===== src/rtl/rfds_pkg.sv =====
// Shared constants and types for the ring FIFO with drop statistics.
`default_nettype none

package rfds_pkg;

   localparam int DEPTH_DEFAULT     = 16;
   localparam int WORD_BITS_DEFAULT = 32;
   localparam int MODE_BITS         = 3;
   localparam int OFFSET_BITS       = 4;
   localparam int STATUS_BITS       = 3;
   localparam int CTR_BITS          = 32;

   typedef enum logic [MODE_BITS-1:0] {
      MODE_WRITE       = 3'd0,
      MODE_READ        = 3'd1,
      MODE_PEEK_HEAD   = 3'd2,
      MODE_PEEK_OFFSET = 3'd3,
      MODE_CLEAR       = 3'd4,
      MODE_CLEAR_ALL   = 3'd5
   } mode_type;

   typedef enum logic [STATUS_BITS-1:0] {
      ST_OK         = 3'd0,
      ST_DROPPED    = 3'd1,
      ST_WRITE_HELD = 3'd2,
      ST_EMPTY      = 3'd3,
      ST_READ_HELD  = 3'd4,
      ST_BEYOND     = 3'd5
   } status_type;

   typedef enum logic {
      FSM_IDLE,
      FSM_SEEK
   } fsm_type;

endpackage

`default_nettype wire


===== src/rtl/ring_fifo_with_drop_stats_top.sv =====
// Top level: transaction control, pointers, counters and result register around the ring.
// Ops without a store access retire as soon as the response register is free; store
//   accesses also wait in the SEEK state for their address to rotate into cell 0.
// One transaction at a time: a new request is taken only after the last one has retired,
//   and retiring waits while a pending response is held by rsp_ready low.
// Reset (synchronous, active high): empty store, counters zero, blocking mode on.
// Store words are not cleared by reset; only written entries are ever read.
`default_nettype none

module ring_fifo_with_drop_stats_top import rfds_pkg::*; #(
   parameter int DEPTH     = DEPTH_DEFAULT,
   parameter int WORD_BITS = WORD_BITS_DEFAULT,
   localparam int CNT_BITS = $clog2(DEPTH + 1)
) (
   input  logic                   clock,
   input  logic                   reset,
   // configuration
   input  logic                   csr_write_enable,
   input  logic                   csr_write_data,
   // request channel
   input  logic                   req_valid,
   output logic                   req_ready,
   input  logic [MODE_BITS-1:0]   req_mode,
   input  logic [WORD_BITS-1:0]   req_write_data,
   input  logic [OFFSET_BITS-1:0] req_entry_offset,
   // response channel
   output logic                   rsp_valid,
   input  logic                   rsp_ready,
   output logic [WORD_BITS-1:0]   rsp_read_data,
   output logic [STATUS_BITS-1:0] rsp_status,
   output logic [CNT_BITS-1:0]    rsp_fill_level,
   output logic                   rsp_is_full,
   output logic                   rsp_is_empty,
   output logic [CTR_BITS-1:0]    rsp_writes_done,
   output logic [CTR_BITS-1:0]    rsp_reads_done,
   output logic [CTR_BITS-1:0]    rsp_writes_dropped
);

   localparam int PTR_BITS = $clog2(DEPTH);
   localparam int SUM_BITS = ((PTR_BITS > OFFSET_BITS) ? PTR_BITS : OFFSET_BITS) + 1;
   localparam int CMP_BITS = (CNT_BITS > OFFSET_BITS) ? CNT_BITS : OFFSET_BITS;

   // control state
   fsm_type              state_ff, state_in;
   logic                 blocking_ff;
   logic [PTR_BITS-1:0]  head_ff, head_in;
   logic [PTR_BITS-1:0]  tail_ff, tail_in;
   logic [CNT_BITS-1:0]  count_ff, count_in;
   logic [CTR_BITS-1:0]  wr_ctr_ff, wr_ctr_in;
   logic [CTR_BITS-1:0]  rd_ctr_ff, rd_ctr_in;
   logic [CTR_BITS-1:0]  drop_ctr_ff, drop_ctr_in;
   logic                 rsp_valid_ff;

   // latched transaction
   mode_type               cmd_mode_ff;
   logic [WORD_BITS-1:0]   cmd_data_ff;
   logic [OFFSET_BITS-1:0] cmd_offset_ff;

   // response payload
   logic [WORD_BITS-1:0]   rsp_data_ff;
   status_type             rsp_status_ff;
   logic [CNT_BITS-1:0]    rsp_fill_ff;
   logic [CTR_BITS-1:0]    rsp_wr_ff, rsp_rd_ff, rsp_drop_ff;

   // ring interface
   logic                 load_en;
   logic [WORD_BITS-1:0] head_word;
   logic [PTR_BITS-1:0]  slot, slot_next;

   // decode
   logic                 accept;
   logic                 out_free;
   logic                 finish;
   logic                 need_access;
   logic                 access_hit;
   logic                 is_full_now;
   logic                 is_empty_now;
   logic                 beyond_fill;
   logic [SUM_BITS-1:0]  offset_sum;
   logic [PTR_BITS-1:0]  offset_addr;
   status_type           status_c;
   logic [WORD_BITS-1:0] rdata_c;

   function automatic logic [PTR_BITS-1:0] ptr_advance(input logic [PTR_BITS-1:0] p);
      return (p == PTR_BITS'(DEPTH - 1)) ? '0 : p + 1'b1;
   endfunction

   rfds_ring #(
      .DEPTH     (DEPTH),
      .WORD_BITS (WORD_BITS)
   ) u_ring (
      .clock     (clock),
      .reset     (reset),
      .load_en   (load_en),
      .load_data (cmd_data_ff),
      .head_word (head_word),
      .slot      (slot),
      .slot_next (slot_next)
   );

   assign accept   = req_valid && req_ready;
   assign out_free = !rsp_valid_ff || rsp_ready;

   // head + offset wraps at most once when the peek is in range
   always_comb begin
      offset_sum  = SUM_BITS'(head_ff) + SUM_BITS'(cmd_offset_ff);
      offset_addr = (offset_sum >= SUM_BITS'(DEPTH)) ?
                    PTR_BITS'(offset_sum - SUM_BITS'(DEPTH)) : PTR_BITS'(offset_sum);
      is_full_now  = (count_ff == CNT_BITS'(DEPTH));
      is_empty_now = (count_ff == '0);
      beyond_fill  = (CMP_BITS'(cmd_offset_ff) >= CMP_BITS'(count_ff));
   end

   // Decide what the latched transaction needs. A store write lands in cell 0
   // as its address rotates in; reads sample cell 0 while it holds the address.
   always_comb begin
      status_c    = ST_OK;
      need_access = 1'b0;
      access_hit  = 1'b0;
      unique case (cmd_mode_ff)
         MODE_WRITE: begin
            if (is_full_now) begin
               status_c = blocking_ff ? ST_WRITE_HELD : ST_DROPPED;
            end else begin
               need_access = 1'b1;
               access_hit  = (slot_next == tail_ff);
            end
         end
         MODE_READ: begin
            if (is_empty_now) begin
               status_c = blocking_ff ? ST_READ_HELD : ST_EMPTY;
            end else begin
               need_access = 1'b1;
               access_hit  = (slot == head_ff);
            end
         end
         MODE_PEEK_HEAD: begin
            if (is_empty_now) begin
               status_c = ST_EMPTY;
            end else begin
               need_access = 1'b1;
               access_hit  = (slot == head_ff);
            end
         end
         MODE_PEEK_OFFSET: begin
            if (beyond_fill) begin
               status_c = ST_BEYOND;
            end else begin
               need_access = 1'b1;
               access_hit  = (slot == offset_addr);
            end
         end
         default: begin
         end
      endcase
      rdata_c = (need_access && cmd_mode_ff != MODE_WRITE) ? head_word : '0;
   end

   // Sequencer: one transaction in flight; it retires once any store access it needs
   // is aligned with cell 0 and the response register can take the result.
   always_comb begin
      state_in    = state_ff;
      head_in     = head_ff;
      tail_in     = tail_ff;
      count_in    = count_ff;
      wr_ctr_in   = wr_ctr_ff;
      rd_ctr_in   = rd_ctr_ff;
      drop_ctr_in = drop_ctr_ff;
      finish      = 1'b0;
      load_en     = 1'b0;
      req_ready   = 1'b0;
      unique case (state_ff)
         FSM_IDLE: begin
            req_ready = 1'b1;
            if (req_valid) begin
               state_in = FSM_SEEK;
            end
         end
         FSM_SEEK: begin
            finish = out_free && (!need_access || access_hit);
            if (finish) begin
               state_in = FSM_IDLE;
               unique case (cmd_mode_ff)
                  MODE_WRITE: begin
                     if (need_access) begin
                        load_en   = 1'b1;
                        tail_in   = ptr_advance(tail_ff);
                        count_in  = count_ff + 1'b1;
                        wr_ctr_in = wr_ctr_ff + 1'b1;
                     end else if (!blocking_ff) begin
                        drop_ctr_in = drop_ctr_ff + 1'b1;
                     end
                  end
                  MODE_READ: begin
                     if (need_access) begin
                        head_in   = ptr_advance(head_ff);
                        count_in  = count_ff - 1'b1;
                        rd_ctr_in = rd_ctr_ff + 1'b1;
                     end
                  end
                  MODE_CLEAR: begin
                     head_in  = '0;
                     tail_in  = '0;
                     count_in = '0;
                  end
                  MODE_CLEAR_ALL: begin
                     head_in     = '0;
                     tail_in     = '0;
                     count_in    = '0;
                     wr_ctr_in   = '0;
                     rd_ctr_in   = '0;
                     drop_ctr_in = '0;
                  end
                  default: begin
                  end
               endcase
            end
         end
         default: begin
            state_in = FSM_IDLE;
         end
      endcase
   end

   always_ff @(posedge clock) begin
      if (reset) begin
         state_ff     <= FSM_IDLE;
         blocking_ff  <= 1'b1;
         head_ff      <= '0;
         tail_ff      <= '0;
         count_ff     <= '0;
         wr_ctr_ff    <= '0;
         rd_ctr_ff    <= '0;
         drop_ctr_ff  <= '0;
         rsp_valid_ff <= 1'b0;
      end else begin
         state_ff    <= state_in;
         head_ff     <= head_in;
         tail_ff     <= tail_in;
         count_ff    <= count_in;
         wr_ctr_ff   <= wr_ctr_in;
         rd_ctr_ff   <= rd_ctr_in;
         drop_ctr_ff <= drop_ctr_in;
         if (csr_write_enable) begin
            blocking_ff <= csr_write_data;
         end
         if (finish) begin
            rsp_valid_ff <= 1'b1;
         end else if (rsp_ready) begin
            rsp_valid_ff <= 1'b0;
         end
      end
   end

   // payload registers, no reset
   always_ff @(posedge clock) begin
      if (accept) begin
         cmd_mode_ff   <= mode_type'(req_mode);
         cmd_data_ff   <= req_write_data;
         cmd_offset_ff <= req_entry_offset;
      end
      if (finish) begin
         rsp_data_ff   <= rdata_c;
         rsp_status_ff <= status_c;
         rsp_fill_ff   <= count_in;
         rsp_wr_ff     <= wr_ctr_in;
         rsp_rd_ff     <= rd_ctr_in;
         rsp_drop_ff   <= drop_ctr_in;
      end
   end

   assign rsp_valid          = rsp_valid_ff;
   assign rsp_read_data      = rsp_data_ff;
   assign rsp_status         = rsp_status_ff;
   assign rsp_fill_level     = rsp_fill_ff;
   assign rsp_is_full        = (rsp_fill_ff == CNT_BITS'(DEPTH));
   assign rsp_is_empty       = (rsp_fill_ff == '0);
   assign rsp_writes_done    = rsp_wr_ff;
   assign rsp_reads_done     = rsp_rd_ff;
   assign rsp_writes_dropped = rsp_drop_ff;

endmodule

`default_nettype wire


===== src/rtl/rfds_cell.sv =====
// One storage cell of the rotating word ring.
`default_nettype none

module rfds_cell import rfds_pkg::*; #(
   parameter int WORD_BITS = WORD_BITS_DEFAULT
) (
   input  logic                 clock,
   input  logic [WORD_BITS-1:0] shift_in,
   input  logic                 load_en,
   input  logic [WORD_BITS-1:0] load_data,
   output logic [WORD_BITS-1:0] word_out
);

   logic [WORD_BITS-1:0] word_ff;
   logic [WORD_BITS-1:0] word_in;

   // take the neighbor's word, or a new word on a store write
   always_comb begin
      word_in = load_en ? load_data : shift_in;
   end

   always_ff @(posedge clock) begin
      word_ff <= word_in;
   end

   assign word_out = word_ff;

endmodule

`default_nettype wire


===== src/rtl/rfds_ring.sv =====
// Ring of cells rotating one place per cycle, with the slot tracker for cell 0.
`default_nettype none

module rfds_ring import rfds_pkg::*; #(
   parameter int DEPTH     = DEPTH_DEFAULT,
   parameter int WORD_BITS = WORD_BITS_DEFAULT,
   localparam int PTR_BITS = $clog2(DEPTH)
) (
   input  logic                 clock,
   input  logic                 reset,
   input  logic                 load_en,
   input  logic [WORD_BITS-1:0] load_data,
   output logic [WORD_BITS-1:0] head_word,
   output logic [PTR_BITS-1:0]  slot,
   output logic [PTR_BITS-1:0]  slot_next
);

   logic [WORD_BITS-1:0] chain [DEPTH];
   logic                 cell_load [DEPTH];
   logic [PTR_BITS-1:0]  slot_ff;
   logic [PTR_BITS-1:0]  slot_in;

   // cell k holds address slot_ff - k; cell 0 refills from the last cell
   for (genvar k = 0; k < DEPTH; k++) begin : g_cell
      localparam int PREV = (k == 0) ? DEPTH - 1 : k - 1;

      assign cell_load[k] = (k == 0) ? load_en : 1'b0;

      rfds_cell #(
         .WORD_BITS (WORD_BITS)
      ) u_cell (
         .clock     (clock),
         .shift_in  (chain[PREV]),
         .load_en   (cell_load[k]),
         .load_data (load_data),
         .word_out  (chain[k])
      );
   end

   always_comb begin
      slot_in = (slot_ff == PTR_BITS'(DEPTH - 1)) ? '0 : slot_ff + 1'b1;
   end

   always_ff @(posedge clock) begin
      if (reset) begin
         slot_ff <= '0;
      end else begin
         slot_ff <= slot_in;
      end
   end

   assign head_word = chain[0];
   assign slot      = slot_ff;
   assign slot_next = slot_in;

endmodule

`default_nettype wire


===== config.mk =====
export PLATFORM = sky130hd
export DESIGN_NAME = ring_fifo_with_drop_stats_top
export DESIGN_NICKNAME = d
export VERILOG_FILES = /design/src/rtl/rfds_pkg.sv /design/src/rtl/ring_fifo_with_drop_stats_top.sv /design/src/rtl/rfds_cell.sv /design/src/rtl/rfds_ring.sv
export SDC_FILE = /design/constraint.sdc
export NUM_CORES = 1
export LEC_CHECK = 0
export BUFFER_PORTS_ARGS = -buffer_cell sky130_fd_sc_hd__clkbuf_2
export CAP_MARGIN = 20
export CORE_MARGIN = 1.5
export CORE_UTILIZATION = 45
export CTS_CLUSTER_SIZE = 40
export DETAILED_ROUTE_END_ITERATION = 12
export HOLD_SLACK_MARGIN = 0.1
export PLACE_DENSITY_LB_ADDON = 0.08
export SETUP_SLACK_MARGIN = 0.4
export SLEW_MARGIN = 10
export SYNTH_ARGS = -nofsm -noshare
export SYNTH_HDL_FRONTEND = slang
export SYNTH_SLANG_ARGS = --single-unit

===== constraint.sdc =====
create_clock -name clock -period 16.3 [get_ports clock]
set_input_delay 2.445 -clock clock [delete_from_list [all_inputs] [get_ports clock]]
set_output_delay 2.445 -clock clock [all_outputs]
set_load 0.02 [all_outputs]

### Word level (Yosys, flattened, before mapping)

Cells that the tools add are included.
W data, S select, Z words.

* bitwise gates (word level): 1
* $add $sub $neg: 10
* equality and inequality tests: 15
* $lt $le $gt $ge: 2
* multiplexer cells: 53
* reduce and logical (&&, ||, !) cells: 18

Operators by type and width (count)
* $mux W32: 11
* $pmux W32 S2: 3
* $add A32 B1 Y32 const B: 3
* $mux W4: 6
* $mux W5: 4
* $mux W1: 16
* $pmux W4 S2: 2
* $pmux W5 S3: 1
* $add A4 B1 Y4 const B: 3
* $eq A4 B4 Y1: 3
* $eq A4 B4 Y1 const B: 3
* $pmux W3 S4: 1
* $eq A5 B5 Y1 const B: 2
* $logic_not A5 Y1: 2
* $mux W3: 3
* $reduce_and A4 Y1: 2
* $eq A3 B2 Y1 const B: 2
* $eq A3 B3 Y1 const B: 2
* $mux W2: 3
* $pmux W1 S3: 2
* $reduce_bool A2 Y1: 3
* $add A4 B4 Y5: 1
* $add A5 B1 Y5 const B: 1
* $ge A4 B5 Y1: 1
* other kinds (13): 19

* register bits: 803
* output and inout bits: 140

### Longest topological paths before layout

* word-level depth: 11
* mapped depth: 12
* depth with buffers taken out: 11

### Modules after synthesis

From an unflattened synthesis, not the netlist that was laid out.

* cell total of the unflattened synthesis: 2302
* area total of the unflattened synthesis: 32263.4 um2

Modules (own cells, without submodules)
* rfds_cell: instances 16, area an instance 1184.9 um2, cells an instance 68, seq. area each 640.6 um2
* ring_fifo_with_drop_stats_top: instances 1, area an instance 13141.4 um2, cells an instance 1197, seq. area each 7497.2 um2
* rfds_ring: instances 1, area an instance 163.9 um2, cells an instance 17, seq. area each 80.1 um2

### Least setup slack after synthesis

OpenSTA, ideal clock, no wires.

* path kind: input port to flip-flop
* from: in rsp_ready
* to: reg rsp_drop_ff[10] (netlist: rsp_writes_dropped[10]) (data pin)
* setup slack: 8.523 ns
* data arrival time: 7.322 ns
* stages: 7
* buffers on the path: 2
* path through: nand2b_1 > and2_1 > o21ai_2 > clkinv_1 > clkbuf_1 > buf_1 > a31oi_1

* longest elaborated chain between the ends: 4

RTL lines
* start: declaration: RTL line ring_fifo_with_drop_stats_top.sv:28 `input logic rsp_ready,`
* $logic_or A1 B1 Y1: RTL line ring_fifo_with_drop_stats_top.sv:102 `assign out_free = !rsp_valid_ff || rsp_ready;`
* $logic_and A1 B1 Y1: RTL line ring_fifo_with_drop_stats_top.sv:180 `finish = out_free && (!need_access || access_hit);`
* $mux W32: RTL line ring_fifo_with_drop_stats_top.sv:181 `if (finish) begin`
* $mux W32: RTL line ring_fifo_with_drop_stats_top.sv:172 `unique case (state_ff)`
* named net drop_ctr_in[10]: RTL line ring_fifo_with_drop_stats_top.sv:51 `logic [CTR_BITS-1:0] drop_ctr_ff, drop_ctr_in;`
* end signal: assignment: RTL line ring_fifo_with_drop_stats_top.sv:268 `rsp_drop_ff <= drop_ctr_in;`
* end: declaration: RTL line ring_fifo_with_drop_stats_top.sv:63 `logic [CTR_BITS-1:0] rsp_wr_ff, rsp_rd_ff, rsp_drop_ff;`

The timed path passes the listed nets, and every way through them passes these cells.
A chain may end at the register's enable or synchronous reset.

### Worst setup path in the final report

* from: reg cmd_mode_ff[1]
* to: reg drop_ctr_ff[20]

* longest elaborated chain between the ends: 8
* elaborated cells on any way between the ends: 15

RTL lines
* start: declaration: RTL line ring_fifo_with_drop_stats_top.sv:55 `mode_type cmd_mode_ff;`
* start signal: assignment: RTL line ring_fifo_with_drop_stats_top.sv:258 `cmd_mode_ff <= mode_type'(req_mode);`
* branches (longest 6 deep; another with $mux W32)
* $mux W32 *: RTL line ring_fifo_with_drop_stats_top.sv:181
* $mux W32 *: RTL line ring_fifo_with_drop_stats_top.sv:172
* end signal: assignment: RTL line ring_fifo_with_drop_stats_top.sv:243 `drop_ctr_ff <= drop_ctr_in;`
* end: declaration: RTL line ring_fifo_with_drop_stats_top.sv:51

Mark *: on every way between the ends.

==> impl_metrics.toml <==
[power_and_ir_drop]
seqPwrFrac = 0.524
p_sw_frac = 0.210
leakage_nw = 11.2
p_int_mw = 3.21
pwr-share-clk = 0.446
ir_drop_mv = 0.0886
p_comb_frac = 0.030
power_density_nw_per_um2 = 144
power_mw = 4.07
p_sw_mw = 0.856

[floorplan]
rows = 84
die_w_um = 234
core_area_um2 = 52600
io_pins = 185
die_h_um = 234
die_area_um2 = 54500
initial_core_util = 0.455

[final_layout]
finalNonFillerCells = 2762
area_delta_synth_final_pct = 17.9
finalInstanceArea_um2 = 28200
fin_nets = 2069
final_util = 0.537
drive_above_1_share = 0.191
final_cell_mix = "dfxtp_1 (628), clkbuf_2 (183), edfxtp_1 (175)"
final_common_cell = "dfxtp_1"

[clock_tree]
clockBufferDepth = 3
cts_hold_buf = 0
root_buffer = "clkbuf_16"
cts_made_buffers = 77
cts.clk_slew.worst_paths_ns = 0.06
cts_htree_levels = 3
cts_tree = "done"
postCtsSetupRepairBufs = 0
cts.sinks = 803
clk-insertion-delay-late_ns = 0.61
cts_resized = 0

[logic_synthesis]
syn_area_um2 = 23900
synth-edff-count = 175
ys_warn_count = 0
async_flop_share = 0
synth_cell_types = 73
syn_nets = 1863
synth-main-ff-cell = "dfxtp_1"
synth_seq_area_share = 0.745
synth_cells = 1802
post_synth.cell_area_avg_um2 = 13.3
synth_seq_cells = 803

[grt]
grtUsageTotal = 0.173
grt_overflow = 0
grt_pass1_wl_um = 73700
grt_max_degree = 117
antenna_found_initial = 2
grt_pass1_vias = 13600

[critical_path]
crit_type = "flop to flop"
cpPeakStageDelay_ns = 0.79
r2r_start = "cmd_mode_ff[1]"
slowest_stage = "buf_4"
cp_max_fo = 116
required_ns = 16.78
worstSetupEndpointType = "flop"
worstSetupStartpointType = "flop"
r2r_cells = 10
worstSetupPathDepth = 10
cp_top_family = "buffers and inverters"
crit_start = "cmd_mode_ff[1]"
worstPathCellList = "nor3_1 > buf_4 > and2_1 > nand4_1 > o22ai_2 > o21ai_4 > inv_8 > buf_4 > nand4_1 > mux2_2"
worstPathArrival_ns = 5.41
cp_num_buf_inv = 3

[sta]
slew_violations = 0
skew_ns = 0.0193
clock.fmax_ghz = 0.203
slew_headroom = 0.278
period_needed_ns = 4.93
tightest_slew_ns = 1.08
hold_viol_final = 0
period_share = 0.302
tns_ns = 0
setup_viol = 0
timing.hold.ws_ns = 0.319
fin_ws_ns = 11.37
rsz0062_at_grt = "false"

[place]
place_area_um2 = 25500
io_buffers = 184
hpwl_um = 29400
dp_slack_ns = 10.70
gp_congestion = 0.833
post-place-cells = 2617

[routing]
route.detailed.drc = 0
dr.pass1.iters = 7
wl_per_cell_um = 17.1
routed_wl_um = 47200
first_iter_violations = 897
via_per_inst = 5.12
antenna_left = 0
num_vias = 14100

[min_path]
holdCritPathClass = "flop to flop"
holdPathStages = 0
hold_start = "u_ring.g_cell[3].u_cell.word_out[7]"

[status]
status = "finished clean"

[run]
cap_violations = 0
==> power by group through the flow <==
stage,sequential [mW],combinational [mW],clock (mW)
floorplan,2.18,0.0611,0
global placement,2.17,0.122,0
detailed placement,2.17,0.123,0
CTS,2.13,0.124,1.88
global route,2.14,0.133,1.96
finish,2.13,0.122,1.81
==> per-layer routing <==
metal  up-vias  share of wire  track usage
li1       6886              -            -
met1      6780           0.46        0.237
met4         0          0.025       0.0621
met5         -              0            0
met2       382           0.45        0.268
met3        87          0.059       0.0404
==> final cells by class <==
class / instances / area (um^2)
Timing Repair Buffer: 200 / 1040
Multi-Input combinational cell: 904 / 5720
Antenna cell: 2 / 5.00
Fill cell: 4542 / 24400
Inverter: 22 / 90.1
Sequential cell: 803 / 17800
Clock buffer: 108 / 2290
Tap cell: 688 / 861
Clock inverter: 35 / 363
==> path summary, 6_finish.rpt <==
| path | to | slack, ns |
|---|---|---|
| min | u_ring.g_cell[4].u_cell.word_out[7] | 0.32 |
| min reg2reg | u_ring.g_cell[4].u_cell.word_out[7] | 0.32 |
| max reg2reg | drop_ctr_ff[20] | 11.37 |
| max | drop_ctr_ff[20] | 11.37 |
==> kinds of logic after synthesis <==
logic type	after synthesis	share of synthesized area
AOI/OAI and AO/OA	285	0.0748
xor gates and xnor gates	22	0.00863
adders and majority gates	16	0.00869
buffers and inverters	95	0.0165
DFF	803	0.745
muxes	66	0.0294
and+or+nand+nor	515	0.117
==> synthesized netlist by cell type, types with 4 or more instances <==
cell type | n | area (um^2)
dfxtp_1 | 628 | 12600
a41oi_1 | 4 | 35.0
a31oi_1 | 24 | 150
clkbuf_1 | 62 | 233
o211ai_1 | 32 | 240
nand4_1 | 30 | 188
xnor2_1 | 11 | 96.3
xor2_1 | 10 | 87.6
and3_1 | 20 | 125
inv_1 | 21 | 78.8
nor4_1 | 7 | 43.8
o31ai_1 | 12 | 90.1
nand2_1 | 145 | 544
or3_1 | 30 | 188
mux2i_1 | 32 | 320
nor3_1 | 26 | 130
and4_1 | 6 | 52.6
mux2_2 | 34 | 383
nand4b_1 | 7 | 61.3
nand3_1 | 37 | 185
buf_2 | 5 | 25.0
nor2b_1 | 11 | 68.8
ha_1 | 15 | 188
a311oi_1 | 15 | 131
o21ai_0 | 56 | 280
nand2b_1 | 15 | 93.8
or2_2 | 14 | 87.6
nor2_1 | 61 | 229
and2_1 | 44 | 275
or4_1 | 42 | 315
edfxtp_1 | 175 | 5260
a211oi_1 | 5 | 37.5
a21oi_1 | 99 | 495
o2111ai_1 | 5 | 43.8
==> state kept, by name, summed over array words and instances (netlist names) <==
signal	count
u_ring.slot	4
cmd_data_ff	32
rsp_fill_level	5
rsp_read_data	32
rsp_writes_dropped	32
rsp_valid	1
u_ring.g_cell.u_cell.word_out	512
rsp_writes_done	32
cmd_offset_ff	4
tail_ff	4
count_ff	5
drop_ctr_ff	32
head_ff	4
rsp_reads_done	32
state_ff	1
blocking_ff	1
wr_ctr_ff	32
rd_ctr_ff	32
rsp_status	3
cmd_mode_ff	3
Note: power is estimated with default switching activity, not from simulation.
